===== src/rtl/apfp_pkg.sv =====
package apfp_pkg;

  localparam int LINE_BUFFER_SIZE = 32;
  localparam int CountW = $clog2(LINE_BUFFER_SIZE);
  localparam logic [CountW-1:0] CountLast = CountW'(LINE_BUFFER_SIZE - 1);

  localparam logic [14:0] PosMax = 15'd32767;

  localparam logic [7:0] ChNul   = 8'h00;
  localparam logic [7:0] ChTab   = 8'h09;
  localparam logic [7:0] ChLf    = 8'h0A;
  localparam logic [7:0] ChVt    = 8'h0B;
  localparam logic [7:0] ChFf    = 8'h0C;
  localparam logic [7:0] ChCr    = 8'h0D;
  localparam logic [7:0] ChSpace = 8'h20;
  localparam logic [7:0] ChPlus  = 8'h2B;
  localparam logic [7:0] ChComma = 8'h2C;
  localparam logic [7:0] ChMinus = 8'h2D;
  localparam logic [7:0] ChDot   = 8'h2E;
  localparam logic [7:0] ChZero  = 8'h30;
  localparam logic [7:0] ChOne   = 8'h31;
  localparam logic [7:0] ChNine  = 8'h39;
  localparam logic [7:0] ChColon = 8'h3A;
  localparam logic [7:0] ChD     = 8'h44;
  localparam logic [7:0] ChT     = 8'h54;
  localparam logic [7:0] ChX     = 8'h58;

  typedef enum logic [3:0] {
    PH_X, PH_XCOLON, PH_XFIRST, PH_XDASH, PH_XNUM, PH_XNONE,
    PH_T, PH_TCOLON, PH_TLEAD, PH_TDIG, PH_TSKIP,
    PH_D, PH_DCOLON, PH_DVAL, PH_DONE, PH_FAIL
  } phase_t;

  typedef enum logic [1:0] {
    FR_INT, FR_POINT, FR_KEPT, FR_STOP
  } frac_t;

  typedef struct packed {
    logic [CountW-1:0] char_count;
    phase_t            parse_phase;
    logic              string_ended;
    logic              value_negative;
    logic [14:0]       value_accum;
    frac_t             fraction_state;
    logic              tentative_seen;
    logic              tick_negative;
    logic [31:0]       tick_accum;
  } line_st_t;

  typedef struct packed {
    logic result;
    logic frame_ok;
  } step_flags_t;

  localparam line_st_t LineRestart = '{
    char_count:     '0,
    parse_phase:    PH_X,
    string_ended:   1'b0,
    value_negative: 1'b0,
    value_accum:    '0,
    fraction_state: FR_INT,
    tentative_seen: 1'b0,
    tick_negative:  1'b0,
    tick_accum:     '0
  };

endpackage


===== src/rtl/apfp_step.sv =====
module apfp_step (
  input  apfp_pkg::line_st_t    st,
  input  logic [7:0]            data_byte,
  output apfp_pkg::line_st_t    st_next,
  output apfp_pkg::step_flags_t flags
);
  import apfp_pkg::*;

  function automatic logic is_digit(input logic [7:0] c);
    return (c >= ChZero) && (c <= ChNine);
  endfunction

  // position digits: integer part scaled to tenths, one fraction digit kept
  function automatic line_st_t number_byte(input line_st_t s, input logic [7:0] c);
    line_st_t    r;
    logic        dig;
    logic [15:0] sum;
    logic [18:0] prod;
    r    = s;
    dig  = is_digit(c);
    sum  = {1'b0, s.value_accum} + {12'd0, c[3:0]};
    prod = {sum, 3'b000} + {2'b00, sum, 1'b0};
    if (c == ChComma) begin
      r.parse_phase = PH_T;
    end else begin
      unique case (s.fraction_state)
        FR_INT: begin
          if (dig) begin
            r.value_accum = (prod > 19'(PosMax)) ? PosMax : prod[14:0];
          end else begin
            r.fraction_state = (c == ChDot) ? FR_POINT : FR_STOP;
          end
        end
        FR_POINT: begin
          if (dig) begin
            r.value_accum    = (sum > 16'(PosMax)) ? PosMax : sum[14:0];
            r.fraction_state = FR_KEPT;
          end else begin
            r.fraction_state = FR_STOP;
          end
        end
        FR_KEPT: begin
          if (!dig) r.fraction_state = FR_STOP;
        end
        FR_STOP: begin
        end
      endcase
    end
    return r;
  endfunction

  line_st_t    p;
  logic        dig;
  logic [31:0] tick_x10;

  assign dig      = is_digit(data_byte);
  assign tick_x10 = {st.tick_accum[28:0], 3'b000} + {st.tick_accum[30:0], 1'b0}
                    + {28'd0, data_byte[3:0]};

  // one byte through the field parser
  always_comb begin
    p = st;
    unique case (st.parse_phase)
      PH_X:      p.parse_phase = (data_byte == ChX) ? PH_XCOLON : PH_FAIL;
      PH_XCOLON: p.parse_phase = (data_byte == ChColon) ? PH_XFIRST : PH_FAIL;
      PH_XFIRST: begin
        if (data_byte == ChMinus) begin
          p.value_negative = 1'b1;
          p.tentative_seen = 1'b1;
          p.parse_phase    = PH_XDASH;
        end else if (data_byte == ChPlus) begin
          p.tentative_seen = 1'b1;
          p.parse_phase    = PH_XNUM;
        end else begin
          p.parse_phase = PH_FAIL;
        end
      end
      PH_XDASH: begin
        if (data_byte == ChMinus) begin
          p.tentative_seen = 1'b0;
          p.value_negative = 1'b0;
          p.parse_phase    = PH_XNONE;
        end else begin
          p             = st;
          p.parse_phase = PH_XNUM;
          p             = number_byte(p, data_byte);
        end
      end
      PH_XNUM:   p = number_byte(st, data_byte);
      PH_XNONE:  p.parse_phase = (data_byte == ChComma) ? PH_T : PH_FAIL;
      PH_T:      p.parse_phase = (data_byte == ChT) ? PH_TCOLON : PH_FAIL;
      PH_TCOLON: p.parse_phase = (data_byte == ChColon) ? PH_TLEAD : PH_FAIL;
      PH_TLEAD: begin
        if (data_byte == ChSpace || data_byte == ChTab ||
            data_byte == ChVt || data_byte == ChFf) begin
          // leading blank
        end else if (data_byte == ChPlus || data_byte == ChMinus) begin
          p.tick_negative = (data_byte == ChMinus);
          p.parse_phase   = PH_TDIG;
        end else if (dig) begin
          p.tick_accum  = {28'd0, data_byte[3:0]};
          p.parse_phase = PH_TDIG;
        end else begin
          p.parse_phase = (data_byte == ChComma) ? PH_D : PH_TSKIP;
        end
      end
      PH_TDIG: begin
        if (dig) p.tick_accum = tick_x10;
        else     p.parse_phase = (data_byte == ChComma) ? PH_D : PH_TSKIP;
      end
      PH_TSKIP:  if (data_byte == ChComma) p.parse_phase = PH_D;
      PH_D:      p.parse_phase = (data_byte == ChD) ? PH_DCOLON : PH_FAIL;
      PH_DCOLON: p.parse_phase = (data_byte == ChColon) ? PH_DVAL : PH_FAIL;
      PH_DVAL:   p.parse_phase = ((data_byte == ChOne) == st.tentative_seen) ?
                                 PH_DONE : PH_FAIL;
      PH_DONE, PH_FAIL: begin
      end
    endcase
  end

  // line bookkeeping around the parser
  always_comb begin
    st_next        = st;
    flags.result   = 1'b0;
    flags.frame_ok = (st.parse_phase == PH_DONE) ||
                     (st.parse_phase == PH_DVAL && !st.tentative_seen);
    if (data_byte == ChCr) begin
      st_next = st;
    end else if (data_byte == ChLf) begin
      if (st.char_count != '0) begin
        flags.result = 1'b1;
        st_next      = LineRestart;
      end
    end else if (st.char_count >= CountLast) begin
      st_next = LineRestart;
    end else if (st.string_ended) begin
      st_next            = st;
      st_next.char_count = st.char_count + 1'b1;
    end else if (data_byte == ChNul) begin
      st_next              = st;
      st_next.char_count   = st.char_count + 1'b1;
      st_next.string_ended = 1'b1;
    end else begin
      st_next            = p;
      st_next.char_count = st.char_count + 1'b1;
    end
  end

endmodule


===== src/rtl/ascii_position_frame_parser_core.sv =====
// Position frame line parser.
// Input channel (in_valid/in_ready): one received byte per item with the
// local tick at its arrival. Lines look like X:<pos|-->,T:<ticks>,D:<0|1>;
// carriage returns are skipped and a line feed closes a non-empty line.
// Output channel (out_valid/out_ready): one item per closed line, carrying
// frame_valid and the values held from the last valid frame.
// Throughput: one byte per cycle unless a line feed stalls; the whole
// per-byte parse step sits between the input register and the line
// state / result registers, so a line feed's result is loaded into
// the output register as that line feed leaves the input register.
// Stall: a finished result waits in the output register; bytes that give
// no result keep flowing, and a line feed waits in the input register
// until the result ahead of it is taken, holding in_ready low meanwhile.
// Reset (synchronous, rst high): line state cleared to the start of a
// line, held values zero, both channels empty.
module ascii_position_frame_parser_core (
  input  logic        clk,
  input  logic        rst,
  input  logic        in_valid,
  output logic        in_ready,
  input  logic [7:0]  data_byte,
  input  logic [31:0] now_tick,
  output logic        out_valid,
  input  logic        out_ready,
  output logic        frame_valid,
  output logic        ball_seen,
  output logic signed [15:0] position_tenths,
  output logic [31:0] remote_tick,
  output logic [31:0] local_tick
);
  import apfp_pkg::*;

  logic        s1_valid;
  logic [7:0]  s1_byte;
  logic [31:0] s1_tick;
  logic        s1_fire;

  line_st_t    st;
  line_st_t    st_next;
  step_flags_t flags;

  logic [15:0] mag;

  apfp_step u_step (
    .st        (st),
    .data_byte (s1_byte),
    .st_next   (st_next),
    .flags     (flags)
  );

  assign s1_fire  = s1_valid && (!flags.result || !out_valid || out_ready);
  assign in_ready = !s1_valid || s1_fire;
  assign mag      = {1'b0, st.value_accum};

  always_ff @(posedge clk) begin
    if (in_valid && in_ready) begin
      s1_byte <= data_byte;
      s1_tick <= now_tick;
    end
  end

  always_ff @(posedge clk) begin
    if (rst) begin
      s1_valid        <= 1'b0;
      st              <= LineRestart;
      out_valid       <= 1'b0;
      frame_valid     <= 1'b0;
      ball_seen       <= 1'b0;
      position_tenths <= '0;
      remote_tick     <= '0;
      local_tick      <= '0;
    end else begin
      if (in_ready) s1_valid <= in_valid;
      if (s1_fire) st <= st_next;
      if (s1_fire && flags.result) begin
        out_valid   <= 1'b1;
        frame_valid <= flags.frame_ok;
        if (flags.frame_ok) begin
          // stored position is the negated reading
          position_tenths <= st.value_negative ? mag : (16'd0 - mag);
          ball_seen       <= st.tentative_seen;
          remote_tick     <= st.tick_negative ? (32'd0 - st.tick_accum) : st.tick_accum;
          local_tick      <= s1_tick;
        end
      end else if (out_ready) begin
        out_valid <= 1'b0;
      end
    end
  end

  a_count_bound: assert property (@(posedge clk) disable iff (rst)
    st.char_count <= CountLast)
    else $error("line byte count past buffer limit");

  a_result_loads: assert property (@(posedge clk) disable iff (rst)
    s1_fire && flags.result |=> out_valid)
    else $error("finished line gave no result");

  a_restart_after_lf: assert property (@(posedge clk) disable iff (rst)
    s1_fire && flags.result |=> st.char_count == '0 && st.parse_phase == PH_X)
    else $error("line state not restarted after line feed");

  a_s1_hold: assert property (@(posedge clk) disable iff (rst)
    s1_valid && !s1_fire |=> s1_valid && $stable(s1_byte))
    else $error("stalled byte lost from input register");

  a_ended_nonempty: assert property (@(posedge clk) disable iff (rst)
    st.string_ended |-> st.char_count != '0)
    else $error("string end marked on empty line");

endmodule

===== config.mk =====
export PLATFORM = sky130hd
export DESIGN_NAME = ascii_position_frame_parser_core
export DESIGN_NICKNAME = d
export VERILOG_FILES = /design/src/rtl/apfp_pkg.sv /design/src/rtl/apfp_step.sv /design/src/rtl/ascii_position_frame_parser_core.sv
export SDC_FILE = /design/constraint.sdc
export NUM_CORES = 1
export LEC_CHECK = 0
export BUFFER_PORTS_ARGS = -buffer_cell sky130_fd_sc_hd__buf_2
export CAP_MARGIN = 20
export CORE_MARGIN = 4
export CORE_UTILIZATION = 46
export CTS_BUF_LIST = sky130_fd_sc_hd__clkbuf_8
export CTS_CLUSTER_SIZE = 30
export DETAILED_ROUTE_END_ITERATION = 10
export PLACE_DENSITY = 0.62
export SKIP_LAST_GASP = 1
export SYNTH_ARGS = -nofsm -noshare
export SYNTH_HDL_FRONTEND = slang
export SYNTH_HIERARCHICAL = 1
export SYNTH_SLANG_ARGS = --single-unit
export TNS_END_PERCENT = 10

===== constraint.sdc =====
create_clock -name clk -period 6.7 [get_ports clk]
set_input_delay 0.67 -clock clk [delete_from_list [all_inputs] [get_ports clk]]
set_output_delay 0.67 -clock clk [all_outputs]
set_load 0.02 [all_outputs]

=== Yosys cells after proc, flatten, opt, wreduce, memory -nomap -nowiden ===
Index checks and enable logic that the tools add are counted.

* Bits in registers: 186
* Bits of input ports: 44
* Output and inout bits: 84

* Add/subtract/negate cells: 7
* Magnitude comparators: 5
* Eq/ne operators: 47
* Mux-type cells: 58
* Bitwise gates (word level): 1
* Reduce and logical (&&, ||, !) cells: 36

{| class="wikitable"
|+ Operators by type and width
! cell !! number
|-
| $mux W62 || 3
|-
| $mux W32 || 4
|-
| $mux W57 || 2
|-
| $pmux W32 S2 || 1
|-
| $mux W15 || 4
|-
| $eq A8 B6 Y1 const B || 7
|-
| $pmux W4 S14 || 1
|-
| $mux W4 || 13
|-
| $eq A8 B4 Y1 const B || 5
|-
| $mux W17 || 2
|-
| $pmux W17 S2 || 1
|-
| $mux W33 || 1
|-
| $add A32 B32 Y32 || 1
|-
| $add A32 B4 Y32 || 1
|-
| $sub A1 B32 Y32 const A || 1
|-
| $pmux W15 S2 || 1
|-
| $eq A4 B4 Y1 const B || 7
|-
| $eq A8 B7 Y1 const B || 3
|-
| $ne A4 B1 Y1 const B || 6
|-
| $reduce_and A8 Y1 || 3
|-
| $reduce_and A10 Y1 || 2
|-
| $add A19 B17 Y19 || 1
|-
| $gt A19 B15 Y1 const B || 1
|-
| $add A15 B4 Y16 || 1
|-
| other kinds (38) || 82
|}

=== Depth between registers and ports, before layout ===
* Word-level depth: 13
* Gate-level depth with buffers: 21
* Depth with buffers taken out: 19

=== By module ===
Netlist, hierarchy kept.

{| class="wikitable"
|+ Modules (own cells, without submodules)
! module !! times used !! cells each !! area each (µm²)
|-
| ascii_position_frame_parser_core || 1 || 813 || 7330.8
|-
| apfp_step || 1 || 832 || 5485.3
|}

=== Worst setup path after synthesis ===
Ideal clock, no wire load.

* Kind: reg-to-reg
* From: register s1_byte[0]
* To: register, netlist name mag[9]
* Library setup time: 132 ps
* Arrival: 3790 ps
* Data required time: 6568 ps
* Setup slack: 2777 ps
* Stages on the path, launching flop included: 22
* Buffers on the path: 2
* Clock period less this slack: 3923 ps
* Cells stage by stage: edfxtp_1 -> ha_1 -> fa_1 -> nand3_1 -> nand2_1 -> and3_1 -> xnor2_1 -> inv_1 -> ha_1 -> o21a_1 -> o31a_1 -> o311ai_1 -> a21boi_0 -> o21ai_0 -> xor2_1 -> and4_1 -> buf_4 -> buf_6 -> a21oi_2 -> a211o_1 -> nand2_1 -> a21oi_1

* Word-level cells in the longest chain between the ends: 13
* Elaborated cells between the ends (all ways): 37

{| class="wikitable"
|+ RTL lines
! element !! line !! RTL
|-
| from (decl) || ascii_position_frame_parser_core.sv:34 || <nowiki>logic [7:0] s1_byte;</nowiki>
|-
| from (signal assigned) || ascii_position_frame_parser_core.sv:57 || <nowiki>s1_byte <= data_byte;</nowiki>
|-
| $add A15 B4 Y16 || apfp_step.sv:21 || <nowiki>sum = {1'b0, s.value_accum} + {12'd0, c[3:0]};</nowiki>
|-
| $add A19 B17 Y19 || apfp_step.sv:22 || <nowiki>prod = {sum, 3'b000} + {2'b00, sum, 1'b0};</nowiki>
|-
| $gt A19 B15 Y1 || apfp_step.sv:29 || <nowiki>r.value_accum = (prod > 19'(PosMax)) ? PosMax : prod[14:0];</nowiki>
|-
| $mux W15 || apfp_step.sv:29 ||
|-
| $mux W15 || apfp_step.sv:28 || <nowiki>if (dig) begin</nowiki>
|-
| $pmux W15 S2 || apfp_step.sv:26 || <nowiki>unique case (s.fraction_state)</nowiki>
|-
| $mux W17 || apfp_step.sv:23 || <nowiki>if (c == ChComma) begin</nowiki>
|-
| $mux W17 || apfp_step.sv:79 || <nowiki>if (data_byte == ChMinus) begin</nowiki>
|-
| $pmux W17 S2 || apfp_step.sv:63 || <nowiki>unique case (st.parse_phase)</nowiki>
|-
| $mux W57 || apfp_step.sv:139 || <nowiki>end else if (data_byte == ChNul) begin</nowiki>
|-
| $mux W57 || apfp_step.sv:136 || <nowiki>end else if (st.string_ended) begin</nowiki>
|-
| $mux W62 || apfp_step.sv:134 || <nowiki>end else if (st.char_count >= CountLast) begin</nowiki>
|-
| $mux W62 || apfp_step.sv:129 || <nowiki>end else if (data_byte == ChLf) begin</nowiki>
|}

Parallel ways exist; a longest one is shown, timed or not. The select of a mux whose other input is x is not followed.
A chain may end at the register's enable or synchronous reset.

=== Final worst setup path ===
* From: register s1_byte[0]
* To: register, netlist name mag[4]

* Word-level cells in the longest chain between the ends: 13
* Elaborated cells between the ends (all ways): 37

{| class="wikitable"
|+ RTL lines
! element !! line
|-
| $add A15 B4 Y16 || apfp_step.sv:21
|-
| $add A19 B17 Y19 || apfp_step.sv:22
|-
| $gt A19 B15 Y1 || apfp_step.sv:29
|-
| $mux W15 || apfp_step.sv:29
|-
| $mux W15 || apfp_step.sv:28
|-
| $pmux W15 S2 || apfp_step.sv:26
|-
| $mux W17 || apfp_step.sv:23
|-
| $mux W17 || apfp_step.sv:79
|-
| $pmux W17 S2 || apfp_step.sv:63
|-
| $mux W57 || apfp_step.sv:139
|-
| $mux W57 || apfp_step.sv:136
|-
| $mux W62 || apfp_step.sv:134
|-
| $mux W62 || apfp_step.sv:129
|}

Parallel ways exist; a longest one is shown, timed or not. The select of a mux whose other input is x is not followed.

==> reports/summary.txt <==
Buffer type at the clock tree root -> sky130_fd_sc_hd__clkbuf_8
Port Buffers -> 127
Largest voltage drop on the vdd net -> 0.113 mV
Deepest level of the CTS H-tree -> 4
Post-route met1 wirelength -> 16.7 mm
Number of filler cells placed in the layout -> 2666
Element type at the critical path start -> flip-flop
Worst hold path depth -> 1
Net count reported at finish -> 1844
Clock network power share -> 39.4%
R2R depth -> 19
WL final -> 37.5 mm
Post-CTS Hold Buffers -> 0
Number of instances in the synthesized netlist -> 1645
Internal Power -> 1540 uW
Sum of overflow across all layers after global routing -> 0
Sequential share of the synthesized area -> 32.2%
Flops & latches, synth -> 186
Die X -> 175 um
Area of the core -> 27200 sq um
Drt initial violations -> 1107
Detailed-route DRC error count -> 0
Avg Cell Area, Syn -> 7.79 sq um
Routed via count -> 12300
Synth Cell Area -> 12800 sq um
Avg Vias per Cell -> 5.85
Finished Core Util -> 52.1%
Leading cell types in the layout, fill and taps excluded -> sky130_fd_sc_hd__nand2_1, sky130_fd_sc_hd__a21oi_1, sky130_fd_sc_hd__dfxtp_1
Share of synthesized registers carrying an async set or reset -> 0%
# clock sinks -> 186
Worst relative slew slack -> 28.5%
DPL Wire Length -> 26.0 mm
Highest clock frequency the design can meet -> 198 MHz
Rows -> 60
Die area -> 30600 sq um
Leading register cell type out of synthesis -> sky130_fd_sc_hd__dfxtp_1
Fraction of layout cells with a size suffix above 1 -> 12.0%
Commonest non-fill, non-tap cell in the layout -> sky130_fd_sc_hd__nand2_1
Wire length on met2 -> 17.8 mm
Number of violations of the max-capacitance limit -> 0
Run status -> completed
Endpoint with the worst hold slack -> s1_tick[15]
Number of buffers created by CTS -> 17
Slew Viols, Final -> 0
Unrepaired setup endpoints after global routing -> false
Number of cells upsized or downsized after cts -> 0
Post-route antenna net violation count -> 0
Top-area cell type share of the netlist area -> 22.8%
Post-CTS setup repair buffer count -> 0
Critical R2R Launch -> s1_byte[0]
Share of power burned in registers -> 53.2%
Worst-path fanout max -> 15
Sw Share -> 31.4%
Kind of critical path -> reg2reg
Hold Path Class -> in2reg
Dominant cells by area after synthesis -> sky130_fd_sc_hd__dfxtp_1, sky130_fd_sc_hd__nand2_1, sky130_fd_sc_hd__edfxtp_1
Largest net degree at the start of global routing -> 102
Number of antenna violations at the first check in global routing -> 0
Wire length on met3 -> 1.84 mm
Worst hold path startpoint -> now_tick[15]
Routed wirelength normalized by instance count -> 17.9 um
Startpoint of the most critical setup path -> s1_byte[0]
Period Utilization, post-route -> 75.3%
Number of enable flip-flop cells after synthesis -> 40
Areal power density over the cells -> 159 nW/um^2
Cell type with the largest total area after synthesis -> sky130_fd_sc_hd__dfxtp_1
Final critical path time including I/O delays and setup -> 5050 ps
Warnings, synthesis -> 6
Via count of the first global-routing pass -> 11300
Clock network latency to the later pin of the worst-skew pair -> 500 ps
Slew at the pin with the worst max-slew slack -> 1070 ps
Type of destination of the critical path -> flip-flop
Worst Skew -> 30.2 ps
Wire length of the first global-routing pass -> 59.4 mm
Fin Setup TNS -> 0 ps
Global routing usage summed across all routing layers -> 23.5%
Die Y -> 175 um
Data required time of the worst path -> 7050 ps
Part of the total power dissipated in combinational logic -> 7.5%
Leakage power figure -> 0.00585 uW
Syn_nets -> 1778
Sw Pwr -> 707 uW
Final antenna diode count -> 0
Endpoints failing hold -> 0
Endpoint of the most critical register-to-register path -> mag[4]
Ports -> 128
Slack of the worst reg-to-reg path -> 1650 ps
Router iterations before antenna repair -> 5
Synth-to-Final Area Change -> 10.4%
Critical Path AT -> 5390 ps
Initial Util -> 47.2%
Number of unique standard cell types used by synthesis -> 91
TritonCTS clock tree -> yes
Clock transition at the register clock pins on the worst setup and hold paths after CTS -> 140 ps
Placer Congestion -> 0.920
DR top layer -> met4
Number of endpoints failing setup at the final stage -> 0
Clock buffer depth -> 2
-- synth_stat cells, drive strengths merged (4+ instances only) --
master    n
fa        4
nor4     16
nor2    120
a311o     4
nand3b    6
nor3b     6
buf      25
nor3     29
inv      45
o22ai     9
edfxtp   40
a211oi   34
a211o     8
o31ai    17
o21ai    93
o21bai    8
nor4b     4
nor2b    15
ha       85
o311ai    5
a22o     10
and3     22
a21oi   190
a21o     27
o41ai     6
mux2i    10
o221ai    7
xnor2    37
or3      10
nand2   328
a22oi     8
xor2     37
o21a     18
o211ai    7
a31oi    23
nand2b    9
and2     11
or4       4
clkbuf   65
nand3    37
nand4     5
dfxtp   146
or2       7
-- worst max-delay path by stage --
stage                        end
after CTS                 mag[4]
after global routing      mag[4]
final                     mag[4]
after global placement    mag[4]
after floorplan           mag[9]
after detailed placement  mag[4]
-- final cells by class --
cell class	count	area, sq um	area share (%)
clock buffers	17	234	1.65
flip-flops and latches	186	4120	29.1
repair buffers	137	733	5.18
inverters	45	169	1.19
clock inverters	15	238	1.68
well taps	372	465	3.29
multi-input cells	1324	8190	57.9
-- metrics by stage --
stage / power, uW / instance area, sq um / instances / setup slack [ps] / hold slack, ps
after floorplan: 1330 / 12800 / 1645 / 2780 / 435
after global placement: 1380 / 13700 / 2063 / 1770 / 437
after detailed placement: 1380 / 13700 / 2063 / 1730 / 444
after CTS: 2270 / 14100 / 2095 / 1700 / 306
after global routing: 2330 / 14100 / 2096 / 1380 / 280
final: 2250 / 14100 / 2096 / 1650 / 329
-- sequential cells by signal, indices dropped and copies added, names as in the netlist, 8 cells and up --
signal           count
local_tick          32
s1_byte              8
st                  47
mag                 15
position_tenths     16
s1_tick             32
remote_tick         32
-- kinds of logic (layout without fill, tap and decap cells) --
logic type,after synthesis,count (layout),share of synthesized area [%]
adder cells (fa/ha/maj),89,89,8.92
multiplexers,10,10,0.781
buffers and inverters,135,214,4.23
AND/OR/NAND/NOR,642,642,23.6
XOR/XNOR,74,74,5.20
AO/OA/AOI/OAI,509,509,25.1
flip-flops,186,186,32.2
-- worst max-delay path: stages, from the launching register on --
cell and delay [ps]:
sky130_fd_sc_hd__edfxtp_1 590, sky130_fd_sc_hd__ha_1 330, sky130_fd_sc_hd__fa_1 430, sky130_fd_sc_hd__nand3_1 100
sky130_fd_sc_hd__nand2_1 200, sky130_fd_sc_hd__and3_1 270, sky130_fd_sc_hd__xnor2_1 180, sky130_fd_sc_hd__inv_1 90
sky130_fd_sc_hd__ha_1 340, sky130_fd_sc_hd__o21a_1 120, sky130_fd_sc_hd__o31a_1 130, sky130_fd_sc_hd__o311ai_1 290
sky130_fd_sc_hd__a21boi_0 220, sky130_fd_sc_hd__o21ai_0 240, sky130_fd_sc_hd__xor2_1 170, sky130_fd_sc_hd__and4_1 630
sky130_fd_sc_hd__a211oi_1 160, sky130_fd_sc_hd__a221o_1 280, sky130_fd_sc_hd__nand2_1 60, sky130_fd_sc_hd__a21oi_1 70
-- routing by layer --
layer / track usage [%] / vias to the layer above
li1: - / 6050
met3: 2.79 / 70
met4: 8.74 / 0
met2: 39.6 / 396
met5: 0 / -
met1: 30.9 / 5752
-- power groups by stage --
stage	logic, uW	registers, uW	clock network [uW]
6_report	168	1200	886
5_1_grt	185	1200	951
4_1_cts	165	1200	907
3_5_place_dp	164	1220	0
3_3_place_gp	162	1220	0
2_1_floorplan	128	1200	0
No activity file was read; power rests on OpenSTA's default activity.
